==> config.mk <==
export PLATFORM = sky130hd
export DESIGN_NAME = sal_or_stage
export DESIGN_NICKNAME = d
export VERILOG_FILES = /design/src/sal_pkg.sv /design/src/sal_or_stage.sv
export SDC_FILE = /design/constraint.sdc
export NUM_CORES = 1
export LEC_CHECK = 0
export BUFFER_PORTS_ARGS = -buffer_cell sky130_fd_sc_hd__clkbuf_2
export CORE_AREA = 3 3 220 222
export CTS_CLUSTER_SIZE = 28
export DETAILED_ROUTE_END_ITERATION = 8
export DIE_AREA = 0 0 223 225
export SYNTH_ARGS = -nofsm -noshare
export SYNTH_HDL_FRONTEND = slang
export SYNTH_SLANG_ARGS = --single-unit
==> constraint.sdc <==
create_clock -name clk -period 0.8 [get_ports clk]
set_input_delay 0.16 -clock clk [delete_from_list [all_inputs] [get_ports clk]]
set_output_delay 0.16 -clock clk [all_outputs]
set_load 0.01 [all_outputs]
==> src/sal_pkg.sv <==
package sal_pkg;

  localparam int CAPACITY_DEF = 128;
  localparam int WORD_W       = 32;
  localparam int IDX_W        = 13;
  localparam int FAN_IN       = 16;
  localparam int PICK_W       = WORD_W + 1;

  typedef enum logic [2:0] {
    OP_PUSH_FRONT = 3'd0,
    OP_POP_FRONT  = 3'd1,
    OP_PUSH_BACK  = 3'd2,
    OP_POP_BACK   = 3'd3,
    OP_FIND       = 3'd4,
    OP_ERASE      = 3'd5
  } op_t;

  typedef enum logic [1:0] {
    ST_OK    = 2'd0,
    ST_EMPTY = 2'd1,
    ST_FULL  = 2'd2,
    ST_RANGE = 2'd3
  } status_t;

  typedef enum logic [1:0] {
    S_IDLE,
    S_SCAN,
    S_LOAD
  } state_t;

  typedef struct packed {
    logic              load;
    logic              shift_up;
    logic              shift_dn;
    logic              wr;
    logic              rd;
    logic              find;
    logic [IDX_W-1:0]  idx;
    logic [IDX_W-1:0]  cnt;
    logic [WORD_W-1:0] word;
  } cell_ctl_t;

  // entries left after k reduction levels
  function automatic int lvl_width(input int cap, input int k);
    int w;
    w = cap;
    for (int i = 0; i < k; i++) begin
      w = (w + FAN_IN - 1) / FAN_IN;
    end
    return w;
  endfunction

  function automatic int tree_levels(input int cap);
    int w;
    int l;
    w = cap;
    l = 0;
    while (w > 1) begin
      w = (w + FAN_IN - 1) / FAN_IN;
      l++;
    end
    return l;
  endfunction

endpackage

==> src/sal_or_stage.sv <==
module sal_or_stage #(
  parameter int N_IN  = 16,
  parameter int N_OUT = 1
) (
  input  logic                                   clk,
  input  logic [N_IN-1:0][sal_pkg::PICK_W-1:0]   din,
  output logic [N_OUT-1:0][sal_pkg::PICK_W-1:0]  dout
);

  logic [N_OUT-1:0][sal_pkg::PICK_W-1:0] dout_r, dout_nxt;

  always_comb begin
    for (int j = 0; j < N_OUT; j++) begin
      dout_nxt[j] = '0;
      for (int i = 0; i < sal_pkg::FAN_IN; i++) begin
        if (j * sal_pkg::FAN_IN + i < N_IN) begin
          dout_nxt[j] = dout_nxt[j] | din[j * sal_pkg::FAN_IN + i];
        end
      end
    end
  end

  always_ff @(posedge clk) begin
    dout_r <= dout_nxt;
  end

  assign dout = dout_r;

endmodule

==> flow_summary.json <==
{
  "largest_reg_flops": 33,
  "cts_inserted_buffers": 5,
  "clock-sinks": 33,
  "slew-limit-headroom_pct": 64.6,
  "tns_ns": -3.52,
  "cts_root_buf": "clkbuf_16",
  "max_cap_violations": 0,
  "yosys_register_bits": 33,
  "crit_path_end": "dout[12]",
  "timing.fmax_ghz": 1.06,
  "fin_crit_ns": 0.946,
  "dieArea_um2": 50200,
  "rsz0062_at_grt": "yes",
  "totalWireLength_um": 19400,
  "cp.arrival_ns": 0.79,
  "nets": 1317,
  "core.rowCount": 79,
  "grt_start_max_net_pins": 10,
  "cp_top_family": "flip-flops",
  "io_buffers": 561,
  "worstSetupEndpointType": "output pin",
  "gp_congestion": 0.858,
  "worst_slack_ns": -0.146,
  "finalMaxSlewViolations": 0,
  "crit_chain": "buf_8",
  "synthCells": 198,
  "period_share_pct": 118,
  "cts_tree": "yes",
  "synth.net_count": 727,
  "worst-path-buf-inv": 1,
  "violations": "setup timing",
  "drc_errors": 0,
  "wire_per_inst_um": 13.9,
  "min_path_type": "primary input to flip-flop",
  "fillCellCount": 5352,
  "crit_start": "dout[12]$_DFF_P_",
  "start_kind": "flip-flop",
  "multi_input_area_um2": 1070,
  "crit_path_max_incr_delay_ns": 0.36,
  "first_iter_violations": 168,
  "vdd_drop_max_v": 0.000597,
  "power_density_nw_per_um2": 918,
  "setup_viol": 33,
  "drive_gt1_share_pct": 77.8,
  "area.growth.synth_to_final_pct": 243,
  "clock_path_buffers": 2,
  "dr.pass1.iters": 4,
  "crit_type": "flip-flop to output pin",
  "hold_viol_final": 0,
  "htreeDepth": 2,
  "fp.dieH_um": 225,
  "status": "finished with violations",
  "path_clk_slew_ns": 0.06,
  "vias": 4277,
  "leakagePower_nw": 2.87,
  "ioPinCount": 562,
  "vias_per_cell": 3.06,
  "die_w_um": 223,
  "crit_cells": 1,
  "ys_seq_area_share_pct": 39.0,
  "grt_pass1_wl_um": 25300,
  "tightest_slew_ns": 0.526,
  "syn_area_per_cell_um2": 8.55,
  "yosysWarnings": 0,
  "worstPathRequired_ns": 0.64,
  "grtUsageTotal_pct": 7.10,
  "overflow": 0,
  "cp_max_fo": 1,
  "ant_nets": 0,
  "grt_pass1_vias": 4342,
  "synth_cell_types": 3,
  "cp_slowest_cell": "dfxtp_4",
  "antenna_found_initial": 4,
  "start_util_pct": 3.64,
  "regArea_um2": 692,
  "hpwl_um": 17900,
  "design.core.area_um2": 46600,
  "pre_cts_ws_ns": -0.569,
  "mappedNetlistArea_um2": 1690
}
-- worst min path at each step --
stage	startpoint	endpoint	slack, ns	depth (start not counted)
floorplan	din[495]	dout[0]$_DFF_P_	0.26	2
global placement	din[285]	dout[21]$_DFF_P_	0.36	3
detailed placement	din[520]	dout[25]$_DFF_P_	0.36	3
CTS	din[274]	dout[10]$_DFF_P_	0.009	3
global route	din[274]	dout[10]$_DFF_P_	0.02	3
finish	din[274]	dout[10]$_DFF_P_	0.04	3
-- synth_stat cells --
master     n  area (um^2)
nor4_1   132          826
dfxtp_1   33          661
nand4_1   33          206
-- metrics by stage --
| stage | power, mW | std cells | hold slack, ns | utilization, % | area [um^2] |
|---|---|---|---|---|---|
| 4_1_cts | 5.62 | 1396 | 0.00923 | 12.2 | 5690 |
| 3_5_place_dp | 3.21 | 1388 | 0.360 | 11.7 | 5430 |
| 5_1_grt | 5.74 | 1398 | 0.0240 | 12.5 | 5810 |
| 2_1_floorplan | 1.80 | 198 | 0.263 | - | 1690 |
| 6_report | 5.33 | 1399 | 0.0427 | 12.5 | 5810 |
| 3_3_place_gp | 3.21 | 1388 | 0.361 | 11.7 | 5430 |
-- cell type report --
class                   instances  area share [%]
diodes                          3           0.129
well taps                     607            13.1
clock buffers                   8            2.35
flip-flops and latches         33            11.9
multi-input cells             165            18.5
repair buffers                583            54.1
-- power breakdown --
part	internal, mW	total, mW	switching, mW
logic	1.02	1.56	0.540
clock network	1.17	2.14	0.971
registers	1.63	1.63	0.0000229
total	3.82	5.33	1.51
-- cells in the final DEF (no fill, tap or decap) --
cell type / n
clkbuf_2: 528
nor4_1: 127
nand4_1: 33
buf_4: 22
dfxtp_2: 19
dfxtp_1: 12
buf_2: 12
buf_6: 11
buf_8: 10
clkbuf_16: 5
nor4_2: 4
diode_2: 3
clkbuf_1: 3
dfxtp_4: 2
nor4_4: 1
-- repair_timing --
action,4_1_cts,5_1_grt
setup endpoints to repair,37,35
pin swaps,0,0
hold buffers,0,0
cloned,0,0
buffers inserted,0,0
gates resized for setup,33,54
-- layer usage --
metal  vias up  global-route usage, %  routed length (um)
met2       305                   11.8                9470
met4         2                   3.38                 535
li1       2108                      -                   -
met3        20                   2.70                2110
met1      1842                   8.03                7300
met5         -                      0                  13
-- cells by family (layout without fill, tap and decap cells) --
group / after synthesis / count (layout) / share of synthesized area [%]
and+or+nand+nor: 165 / 165 / 61.0
other: 0 / 3 / 0
buffers and inverters: 0 / 591 / 0
DFF: 33 / 33 / 39.0
Note: power is estimated with default switching activity, not from simulation.
