$ cat src/sal_pkg.sv
package sal_pkg;

  localparam int CAPACITY_DEF = 128;
  localparam int WORD_W       = 32;
  localparam int IDX_W        = 13;
  localparam int FAN_IN       = 16;
  localparam int PICK_W       = WORD_W + 1;

  typedef enum logic [2:0] {
    OP_PUSH_FRONT = 3'd0,
    OP_POP_FRONT  = 3'd1,
    OP_PUSH_BACK  = 3'd2,
    OP_POP_BACK   = 3'd3,
    OP_FIND       = 3'd4,
    OP_ERASE      = 3'd5
  } op_t;

  typedef enum logic [1:0] {
    ST_OK    = 2'd0,
    ST_EMPTY = 2'd1,
    ST_FULL  = 2'd2,
    ST_RANGE = 2'd3
  } status_t;

  typedef enum logic [1:0] {
    S_IDLE,
    S_SCAN,
    S_LOAD
  } state_t;

  typedef struct packed {
    logic              load;
    logic              shift_up;
    logic              shift_dn;
    logic              wr;
    logic              rd;
    logic              find;
    logic [IDX_W-1:0]  idx;
    logic [IDX_W-1:0]  cnt;
    logic [WORD_W-1:0] word;
  } cell_ctl_t;

  // entries left after k reduction levels
  function automatic int lvl_width(input int cap, input int k);
    int w;
    w = cap;
    for (int i = 0; i < k; i++) begin
      w = (w + FAN_IN - 1) / FAN_IN;
    end
    return w;
  endfunction

  function automatic int tree_levels(input int cap);
    int w;
    int l;
    w = cap;
    l = 0;
    while (w > 1) begin
      w = (w + FAN_IN - 1) / FAN_IN;
      l++;
    end
    return l;
  endfunction

endpackage

$ cat src/sal_cell.sv
module sal_cell #(
  parameter int IDX = 0
) (
  input  logic                           clk,
  input  sal_pkg::cell_ctl_t             ctl,
  input  logic [sal_pkg::WORD_W-1:0]     left_data,
  input  logic [sal_pkg::WORD_W-1:0]     right_data,
  output logic [sal_pkg::WORD_W-1:0]     data,
  output logic [sal_pkg::PICK_W-1:0]     pick
);

  localparam logic [sal_pkg::IDX_W-1:0] MY_IDX = sal_pkg::IDX_W'(IDX);

  logic [sal_pkg::WORD_W-1:0] data_r, data_nxt;
  logic [sal_pkg::PICK_W-1:0] pick_r, pick_nxt;

  always_comb begin
    priority if (ctl.shift_up) begin
      data_nxt = left_data;
    end else if (ctl.shift_dn && (MY_IDX >= ctl.idx)) begin
      data_nxt = right_data;
    end else if (ctl.wr && (MY_IDX == ctl.idx)) begin
      data_nxt = ctl.word;
    end else begin
      data_nxt = data_r;
    end
  end

  always_comb begin
    priority if (!ctl.load) begin
      pick_nxt = pick_r;
    end else if (ctl.rd && (MY_IDX == ctl.idx)) begin
      pick_nxt = {1'b0, data_r};
    end else if (ctl.find && (MY_IDX < ctl.cnt) && (data_r == ctl.word)) begin
      pick_nxt = {1'b1, data_r};
    end else begin
      pick_nxt = '0;
    end
  end

  always_ff @(posedge clk) begin
    data_r <= data_nxt;
    pick_r <= pick_nxt;
  end

  assign data = data_r;
  assign pick = pick_r;

endmodule

$ cat config.mk
export PLATFORM = sky130hd
export DESIGN_NAME = sal_cell
export DESIGN_NICKNAME = d
export VERILOG_FILES = /design/src/sal_pkg.sv /design/src/sal_cell.sv
export SDC_FILE = /design/constraint.sdc
export NUM_CORES = 1
export LEC_CHECK = 0
export BUFFER_PORTS_ARGS = -buffer_cell sky130_fd_sc_hd__clkbuf_2
export CAP_MARGIN = 20
export CORE_ASPECT_RATIO = 0.8
export CORE_UTILIZATION = 49
export CTS_BUF_LIST = sky130_fd_sc_hd__clkbuf_8
export CTS_CLUSTER_DIAMETER = 40
export DETAILED_ROUTE_END_ITERATION = 12
export GPL_ROUTABILITY_DRIVEN = 0
export MAX_ROUTING_LAYER = met4
export PLACE_DENSITY = 0.95
export SYNTH_ARGS = -nofsm -noshare
export SYNTH_HDL_FRONTEND = slang
export SYNTH_SLANG_ARGS = --single-unit
$ cat constraint.sdc
create_clock -name clk -period 3.7 [get_ports clk]
set_input_delay 0.37 -clock clk [delete_from_list [all_inputs] [get_ports clk]]
set_output_delay 0.37 -clock clk [all_outputs]
set_load 0.01 [all_outputs]
==> impl_metrics.py <==
metrics = {
    "run_status": {
        "run_status": "finished, final reports clean",
    },
    "worst_setup_path": {
        "critical_path.top_delay_family": "simple AND/OR/NAND/NOR gates",
        "worstPathArrival_ns": 2.69,
        "cp_slowest_cell": "nand4_2",
        "startpoint_type": "register",
        "ff2ff_setup_slack_ns": 1.15,
        "path_cells": "xnor2_1, nand4_1, nor4_2, nand4_2, buf_4, a21boi_1",
        "cp_slowest_stage_delay_ns": 0.52,
        "worst-path-buf-inv": 1,
        "critPathLaunch": "data[19]$_DFFE_PP_",
        "worstReg2RegStart": "data[19]$_DFFE_PP_",
        "required_ns": 3.84,
        "cp_max_fo": 19,
        "endpoint_kind": "register",
        "critPathKind": "reg -> reg",
    },
    "flow_run": {
        "drv_cap": 0,
    },
    "timing": {
        "setup_tns_ns": 0,
        "layout_setup_ws_ns": 1.149,
        "hold_viol_final": 0,
        "rsz0062_at_grt": "false",
        "timing.fmax_mhz": 391.9,
        "tightest_slew_ns": 0.8275,
        "drv_slew": 0,
        "period_share": 0.6896,
        "fin_crit_ns": 2.551,
        "finalSetupViolCount": 0,
        "clock_skew_ns": 0.009189,
        "slew_headroom": 0.4484,
    },
    "finish": {
        "fillers": 501,
        "design_area_um2": 4624,
        "antenna_cells": 0,
        "final_nets": 589,
        "multi_input_area_um2": 1358,
        "drive_gt1_frac": 0.4968,
        "area_growth_pct": 35.04,
        "final-seq-area_um2": 1952,
        "fin_cells": 549,
    },
    "clock_network": {
        "clkSinkCount": 65,
        "clk_pin_slew_ns": 0.07,
        "cts_resized": 0,
        "cts_buffer_depth": 2,
        "post-cts-setup-buffer-count": 0,
        "ctsHtreeMaxLevel": 3,
        "cts_buffers": 9,
        "root_buffer": "clkbuf_8",
        "cts_tree": "yes",
        "postCtsHoldBufs": 0,
        "clock_latency_ns": 0.33,
    },
    "synthesis": {
        "syn_area_um2": 3425,
        "synth.area.mux_share": 0.09353,
        "synthCells": 269,
        "synthTopCellsByArea": "edfxtp_1 57%, mux2i_1 9.4%, xnor2_1 7.4%",
        "synthAdderAreaFrac": 0,
        "syn-mean-instance-area_um2": 12.73,
        "ys_ff_latch": 65,
        "synth-xor-area-share": 0.07417,
        "synth_top_area_share": 0.5700,
        "yosys.area_share.simple": 0.08696,
        "yosys_warnings": 0,
        "yosysUniqueCellTypes": 31,
        "synth-seq-area-share": 0.5700,
        "synth_compound_area_frac": 0.1410,
        "yosysTopAreaCell": "edfxtp_1",
        "syn-num-nets": 398,
        "synth_top_family_by_area": "compound AO/OA/AOI/OAI gates",
    },
    "grt": {
        "grtUsageTotal": 0.2767,
        "grt_max_degree": 66,
        "grt_pass1_wl_um": 14460,
        "grt_antenna_before_repair": 0,
        "grt_overflow": 0,
        "first_global_vias": 2959,
    },
    "floorplan": {
        "core_um2": 6571,
        "die_area_um2": 7329,
        "die_y_um": 76.78,
        "initial_core_util": 0.5211,
        "std_cell_rows": 26,
        "die_x_um": 95.47,
        "io_pins": 194,
    },
    "placement": {
        "portBuffers": 193,
        "pre_cts_slack_ns": 1.173,
        "dpl.hpwl_um": 7439,
        "post_dp_cell_area_um2": 4414,
        "placed_cells": 533,
    },
    "pwr": {
        "pwr-share-comb": 0.148,
        "leakagePower_nw": 2.244,
        "intPower_mw": 1.367,
        "switching_share": 0.2404,
        "p_sw_uw": 432.5,
        "powerDensity_nw_per_um2": 389.1,
        "vdd_drop_max_v": 0.0002700,
        "power_frac_seq": 0.499,
        "p_clk_frac": 0.354,
    },
    "drt": {
        "vias": 2946,
        "wl_per_cell_um": 17.27,
        "route.detailed.drc": 0,
        "via_per_inst": 5.366,
        "final_antenna_net_count": 0,
        "drt_iter0_drc": 156,
        "firstDrtPassIters": 4,
        "routed_wl_um": 9480,
    },
    "min_path": {
        "min_path_type": "in -> reg",
        "hold_start": "left_data[30]",
    },
}
-- routing by layer --
metal / vias up / GRT usage / share of wire
li1: 1390 / - / -
met1: 1367 / 0.3031 / 0.37
met2: 170 / 0.4843 / 0.52
met3: 19 / 0.07044 / 0.086
met4: 0 / 0.09254 / 0.023
met5: - / - / 0
-- worst paths after layout --
kind              cells after the start            endpoint
setup / recovery                      6  pick[11]$_DFFE_PP_
hold reg to reg                       2  pick[29]$_DFFE_PP_
setup reg to reg                      6  pick[11]$_DFFE_PP_
hold / removal                        3  data[30]$_DFFE_PP_
-- cells in the final DEF (no fill, tap or decap), types with 3 or more instances in the layout --
cell type	netlist	layout
nand4_1	6	6
a21boi_1	18	18
clkinv_2	0	3
a21boi_2	11	11
o21ai_1	9	9
o21ai_0	23	23
buf_4	0	3
mux2i_1	32	32
xnor2_1	29	29
nor4_1	3	3
clkbuf_8	0	9
clkbuf_2	1	193
inv_1	3	4
edfxtp_1	65	65
nand2_1	32	32
-- kinds of logic (layout without fill, tap and decap cells) --
family | Yosys count | in the layout
multiplexers | 32 | 32
XOR/XNOR | 29 | 29
AO/OA/AOI/OAI | 69 | 69
buffers and inverters | 19 | 215
flip-flops | 65 | 65
AND/OR/NAND/NOR | 55 | 55
-- flip-flops by register name (all words and copies together) (netlist names) --
register	flops
pick	33
data	32
-- cells in the mapped netlist (all sizes together) --
cell type,number
a21boi,31
a21oi,1
a222oi,1
a31oi,1
and2b,1
and4b,1
buf,6
clkbuf,10
edfxtp,65
inv,3
mux2i,32
nand2,32
nand2b,1
nand3,3
nand4,7
nor2,2
nor3,2
nor4,5
o211ai,2
o21ai,32
o221ai,1
or4,1
xnor2,29
-- power groups by stage --
stage | clock network [mW] | logic, mW | registers [mW]
after floorplan | 0 | 0.0971 | 0.925
after global placement | 0 | 0.262 | 0.909
after detailed placement | 0 | 0.267 | 0.913
after CTS | 0.649 | 0.268 | 0.897
after global routing | 0.679 | 0.291 | 0.903
final | 0.637 | 0.266 | 0.897
-- area by class of cell --
type | count | share of cell area
flip-flops and latches | 65 | 0.4221
inverters | 3 | 0.002435
well taps | 84 | 0.02273
clock inverters | 7 | 0.01867
clock buffers | 9 | 0.02679
multi-input cells | 185 | 0.2936
repair buffers | 196 | 0.2137
-- worst min-delay path, stage by stage --
cell,delay (ns)
clkbuf_2,0.07
nand2_1,0.04
o21ai_1,0.06
-- per-stage QoR --
step / hold WS, ns / total power [mW] / util
after floorplan: 0.4825 / 1.022 / -
after global placement: 0.6117 / 1.170 / 0.6717
after detailed placement: 0.6335 / 1.180 / 0.6717
after CTS: 0.3031 / 1.814 / 0.7037
after global routing: 0.3102 / 1.872 / 0.7037
final: 0.3232 / 1.800 / 0.7037
Note: power is estimated with default switching activity, not from simulation.
